--- src/hdl/rmm_pkg.sv ---
package rmm_pkg;
	typedef enum logic [2:0] {
		REQ_REGISTER = 3'd0,
		REQ_SEND     = 3'd1,
		REQ_RECEIVE  = 3'd2,
		REQ_COLLECT  = 3'd3,
		REQ_QUERY    = 3'd4
	} req_t;

	localparam logic [1:0] WAIT_IDLE = 2'd0;
	localparam logic [1:0] WAIT_SEND = 2'd1;
	localparam logic [1:0] WAIT_RECV = 2'd2;
	localparam logic [15:0] CNT_MAX = 16'hffff;
	localparam logic [3:0] PEND_MAX = 4'hf;

	typedef struct packed {
		logic       reg_v;
		logic [1:0] wait_kind;
		logic [7:0] partner;
		logic [3:0] pend;
		logic [15:0] sent;
		logic [15:0] recv;
	} ep_t;

	typedef enum logic [3:0] {
		ST_CLEAR,
		ST_IDLE,
		ST_RD_ME,
		ST_RD_PEER,
		ST_WR,
		ST_SCAN_RD,
		ST_SCAN_CHK,
		ST_EMIT,
		ST_OUT
	} state_t;

	typedef struct packed {
		logic clr_wr;
		logic load_req;
		logic rd_me;
		logic rd_peer;
		logic do_pair;
		logic scan_rd;
		logic scan_chk;
		logic emit;
		logic out_load;
		logic out_done;
	} cmd_t;

	typedef struct packed {
		logic clr_done;
		logic is_pair;
		logic is_scan;
		logic is_collect;
		logic scan_hit;
		logic scan_end;
		logic emit_end;
		logic out_busy;
	} sts_t;
endpackage

--- src/hdl/rmm_ctrl.sv ---
module rmm_ctrl
	import rmm_pkg::*;
(
	input  logic clk,
	input  logic arst_n,
	input  logic in_valid,
	output logic in_ready,
	input  sts_t sts,
	output cmd_t cmd
);
	state_t state_q, state_d;

	always_ff @(posedge clk or negedge arst_n) begin
		if (!arst_n) state_q <= ST_CLEAR;
		else state_q <= state_d;
	end

	always_comb begin
		state_d = state_q;
		cmd = '0;
		in_ready = 1'b0;
		unique case (state_q)
			ST_CLEAR: begin
				cmd.clr_wr = 1'b1;
				if (sts.clr_done) state_d = ST_IDLE;
			end
			ST_IDLE: begin
				in_ready = !sts.out_busy;
				if (in_valid && !sts.out_busy) begin
					cmd.load_req = 1'b1;
					state_d = ST_RD_ME;
				end
			end
			ST_RD_ME: begin
				cmd.rd_me = 1'b1;
				if (sts.is_pair) state_d = ST_RD_PEER;
				else if (sts.is_scan) state_d = ST_SCAN_RD;
				else state_d = ST_WR;
			end
			ST_RD_PEER: begin
				cmd.rd_peer = 1'b1;
				state_d = ST_WR;
			end
			ST_WR: begin
				cmd.do_pair = 1'b1;
				state_d = ST_OUT;
			end
			ST_SCAN_RD: begin
				cmd.scan_rd = 1'b1;
				state_d = ST_SCAN_CHK;
			end
			ST_SCAN_CHK: begin
				cmd.scan_rd = 1'b1;
				cmd.scan_chk = 1'b1;
				if (sts.scan_hit && sts.is_collect) state_d = ST_EMIT;
				else if (sts.scan_end) state_d = ST_OUT;
				else state_d = ST_SCAN_RD;
			end
			ST_EMIT: begin
				cmd.scan_rd = 1'b1;
				if (!sts.out_busy) begin
					cmd.emit = 1'b1;
					if (sts.emit_end) state_d = ST_OUT;
					else state_d = ST_SCAN_RD;
				end
			end
			ST_OUT: begin
				if (!sts.out_busy) begin
					cmd.out_done = 1'b1;
					state_d = ST_IDLE;
				end
			end
			default: state_d = ST_IDLE;
		endcase
		cmd.out_load = cmd.do_pair;
	end
endmodule

--- config.mk ---
export PLATFORM = sky130hd
export DESIGN_NAME = rmm_ctrl
export DESIGN_NICKNAME = d
export VERILOG_FILES = /design/src/hdl/rmm_pkg.sv /design/src/hdl/rmm_ctrl.sv
export SDC_FILE = /design/constraint.sdc
export NUM_CORES = 1
export LEC_CHECK = 0
export ABC_AREA = 1
export BUFFER_PORTS_ARGS = -buffer_cell sky130_fd_sc_hd__buf_2
export CAP_MARGIN = 30
export CORE_AREA = 2 2 39 41
export CTS_CLUSTER_SIZE = 25
export DETAILED_ROUTE_END_ITERATION = 7
export DIE_AREA = 0 0 41 43
export PLACE_DENSITY = 0.59
export SETUP_SLACK_MARGIN = 0.02
export SYNTH_ARGS = -nofsm -noshare
export SYNTH_HDL_FRONTEND = slang
export SYNTH_SLANG_ARGS = --single-unit
--- constraint.sdc ---
create_clock -name clk -period 1.55 [get_ports clk]
set_input_delay 0 -clock clk [delete_from_list [all_inputs] [get_ports clk]]
set_output_delay 0 -clock clk [all_outputs]
set_load 0.02 [all_outputs]
Word level (Yosys, flattened, before mapping)
Cells that the tools add are included.
{ "word_totals": {"elab_cells": 41, "output_inout_bits": 11, "inputBits": 11, "register_bits": 4} }
{ "op_classes": {"muxes": 22, "n_reduce_logical": 6, "eq_ne": 12} }
{ "ops": {"columns": ["cell", "n"], "rows": [
  ["$pmux W4 S9", 1],
  ["$mux W4", 8],
  ["$eq A4 B3 Y1 const B", 4],
  ["$mux W1", 13],
  ["$eq A4 B2 Y1 const B", 2],
  ["$ne A2 B2 Y1 const B", 4],
  ["$eq A4 B1 Y1 const B", 1],
  ["$eq A4 B4 Y1 const B", 1],
  ["$logic_not A4 Y1", 1],
  ["$reduce_and A4 Y1", 1],
  ["$reduce_or A3 Y1", 1],
  ["$logic_and A1 B1 Y1", 2],
  ["$logic_not A1 Y1", 1]
]} }

Longest topological paths before layout
{ "logic_depth": {"word_depth": 4, "ltp_mapped": 8, "depth_no_buf": 8} }

Worst setup path after synthesis
No wires, ideal clock.
{ "synth_path": {"kind": "register -> register", "start": "register state_q[3]", "end": "register state_q[3]", "path_buffers": 0, "setup_ps": 65, "required_ps": 1485, "arrival_time_ps": 1204, "stages_incl_launch_ff": 8, "synth_period_minus_slack_ps": 1269, "setup_slack_ps": 281, "cell_sequence": "dfrtp_1 inv_1 nand2_1 nor2_1 nand3_1 nand3_1 nand2_1 nand2_1"} }
{ "synth_via": {"elab_chain_cells": 3, "elab_cells_between_ends": 15, "cone_classes": "12 x eq/ne; 1 x mux; 2 x reduce/logical"} }
{ "synth_rtl": {"columns": ["element", "line_no", "source"], "rows": [
  ["start: declaration", "rmm_ctrl.sv:11", "state_t state_q, state_d;"],
  ["start signal: assignment", "rmm_ctrl.sv:15", "else state_q <= state_d;"],
  ["$eq A4 B1 Y1, or another cell as far along", "rmm_ctrl.sv:22", "unique case (state_q)"],
  ["$ne A2 B2 Y1 (no line)", null, null],
  ["$reduce_and A4 Y1 (no line)", null, null]
]} }
Parallel ways exist; a longest one is shown, timed or not.
A chain may end at the register's enable or synchronous reset.

==> reports/metrics.yaml <==
drive_above_1_share_pct: 30.8
gp_congestion: 0.752
status: "completed"
clk-insertion-delay-late_ns: 0.23
cpPeakStageDelay_ns: 0.43
r2r_end: "state_q[0]$_DFFE_PN0P_"
reg2reg_setup_slack_ns: 0.28
synthArstFlopShare_pct: 100
p_total_uw: 979
antennaDiodeCount: 0
antenna_left: 0
synthMostInstantiatedCell: "nand2_1"
fin_nets: 117
synth_ff_type: "dfrtp_1"
port-buffer-count: 21
syn_to_final_growth_pct: 35.1
totalWireLength_mm: 1.02
cp_slowest_cell: "dfrtp_1"
synth-seq-cells: 4
die-area_sq_um: 1760
ys_warn_count: 0
wl_per_cell_um: 8.49
synth_top_area_share_pct: 28.9
utilization_pct: 41.8
n_fill_cell: 166
top_layer: "met4"
synth_top_area_cell: "nand2_1"
critical_path_class: "reg2out"
dp_hpwl_um: 873
final_cells: 120
timing.final.crit_share_pct: 84.6
final.setup.tns_ns: 0
synth_cell_type_count: 12
initial_core_util_pct: 30.9
ios: 22
timing.rr.start: "state_q[3]$_DFFE_PN0P_"
netlist_top_cells_count: "nand2_1 (33), nor2_1 (13), inv_1 (11)"
maxSlewViolCount: 0
finalClockSkew_ns: 0.00262
setup_viol: 0
track_usage_pct: 14.1
htree_levels: 1
netlist_area_sq_um: 428
avgSynthCellArea_sq_um: 5.35
multiInputGateArea_sq_um: 275
top_regs: "state_q x4"
largest_register: "state_q"
cp.required_ns: 1.55
cp_max_fo: 6
cts.sinks: 4
cts_buffers: 3
wl_met2_um: 444
grt_max_degree: 8
die_y_um: 43
viasPerCell: 4.35
relSlewSlack_pct: 81.3
core_area_sq_um: 1380
path_buf_inv: 2
met3RoutedLength_um: 66
vias: 522
synth_edf_count: 0
crit_family: "flip-flops"
worstPathCellList: "nor2_1, nand2_1, inv_2, buf_2"
die_w_um: 41
finalHoldViolations: 0
fmax_mhz: 762
cts_root_buffer: "clkbuf_4"
place_area_sq_um: 546
gr-total-overflow: 0
first_iter_violations: 12
wirelength_met1_um: 477
critical_path_arrival_ns: 1.31
grt_pass1_vias: 446
rsz0062_at_grt: "false"
syn_nets: 91
cellLeakagePower_uw: 0.000390
stdcell_area_sq_um: 578
cts_buffer_depth: 2
start_kind: "flop"
timing.final.crit_period_ns: 1.31
path_clk_slew_ns: 0.04
rows: 14
largest_register_ffs: 4
worstRegToRegCells: 7
ys_seq_area_share_pct: 23.4
cp.depth: 4
grt_pass1_wl_mm: 1.66
yosys-top-cells-area: "nand2_1 (29%), dfrtp_1 (23%), nor2_1 (11%), inv_1 (9.6%), nand3_1 (8.2%)"
dp_cells: 116
cap_violations: 0
ir_drop_mv: 0.729
drc: 0
end_kind: "output port"
min_path_type: "in2async"
syn-instance-count: 80
worst_pin_slew_ns: 0.280
p_per_area_nw_per_um2: 1690
dr.pass1.iters: 4
antenna_found_initial: 0
cts_tree: "done"
regArea_sq_um: 100
post_cts_buffers: 0
per-layer routing:
| metal | vias up | track usage [%] |
|---|---|---|
| li1 | 290 | - |
| met1 | 214 | 17.3 |
| met2 | 14 | 20.6 |
| met3 | 4 | 3.14 |
| met4 | 0 | 10.0 |
| met5 | - | 0 |
layout make-up:
cell class,count,share of cell area [%]
clock buffer,3,3.90
inverter,12,7.79
multi-input combinational,63,47.6
sequential,4,17.3
tap,16,3.46
timing repair buffer,22,19.9
layout by cell type (no fill, tap or decap), drive strengths merged:
| master | synthesis | layout |
|---|---|---|
| dfrtp | 4 | 4 |
| buf | 1 | 21 |
| dlygate4sd3 | 0 | 1 |
| nand3b | 2 | 2 |
| nor4 | 1 | 1 |
| nand2 | 36 | 36 |
| nand3 | 7 | 7 |
| nor2 | 16 | 16 |
| a21oi | 1 | 1 |
| clkbuf | 0 | 3 |
| inv | 12 | 12 |
cell families (layout without fill, tap and decap cells):
group | after synthesis | count (layout) | synth area share, %
compound gates | 1 | 1 | 2.05
simple gates | 62 | 62 | 62.3
buf+inv | 13 | 37 | 12.3
flops | 4 | 4 | 23.4
power breakdown:
| part | internal [uW] | leakage (uW) | switching (uW) |
|---|---|---|---|
| sequential | 148 | 0.0000524 | 62.4 |
| combinational | 216 | 0.000324 | 428 |
| clock | 86.2 | 0.0000138 | 38.1 |
worst register-to-register path: stages, from the launching register on:
cell and delay, ns:
dfrtp_1 0.43, nor2_1 0.27, nand2_1 0.15, nor2_1 0.11, nor2_1 0.05, nand2_1 0.06
nand2_1 0.07, nand2_1 0.07
timing repair:
item | 4_1_cts | 5_1_grt
hold buffers | 1 | 0
gates resized for setup | 0 | 0
endpoints found under the hold margin | 4 | 0
how the worst max path moves through the flow:
stage                           start                     end  slack, ns
2_1_floorplan  state_q[3]$_DFFE_PN0P_  state_q[3]$_DFFE_PN0P_       0.28
3_3_place_gp   state_q[3]$_DFFE_PN0P_  state_q[0]$_DFFE_PN0P_       0.27
3_5_place_dp   state_q[3]$_DFFE_PN0P_  state_q[0]$_DFFE_PN0P_       0.29
4_1_cts        state_q[3]$_DFFE_PN0P_                  cmd[7]       0.22
5_1_grt        state_q[3]$_DFFE_PN0P_                  cmd[7]       0.13
6_report       state_q[3]$_DFFE_PN0P_                  cmd[7]       0.24
metrics by stage:
step | hold slack [ns] | setup WS, ns
after floorplan | -0.296 | 0.281
after global placement | -0.193 | 0.273
after detailed placement | -0.193 | 0.290
after CTS | 0.0902 | 0.221
after global routing | 0.0914 | 0.126
final | 0.0948 | 0.238
No activity file was read; power rests on OpenSTA's default activity.
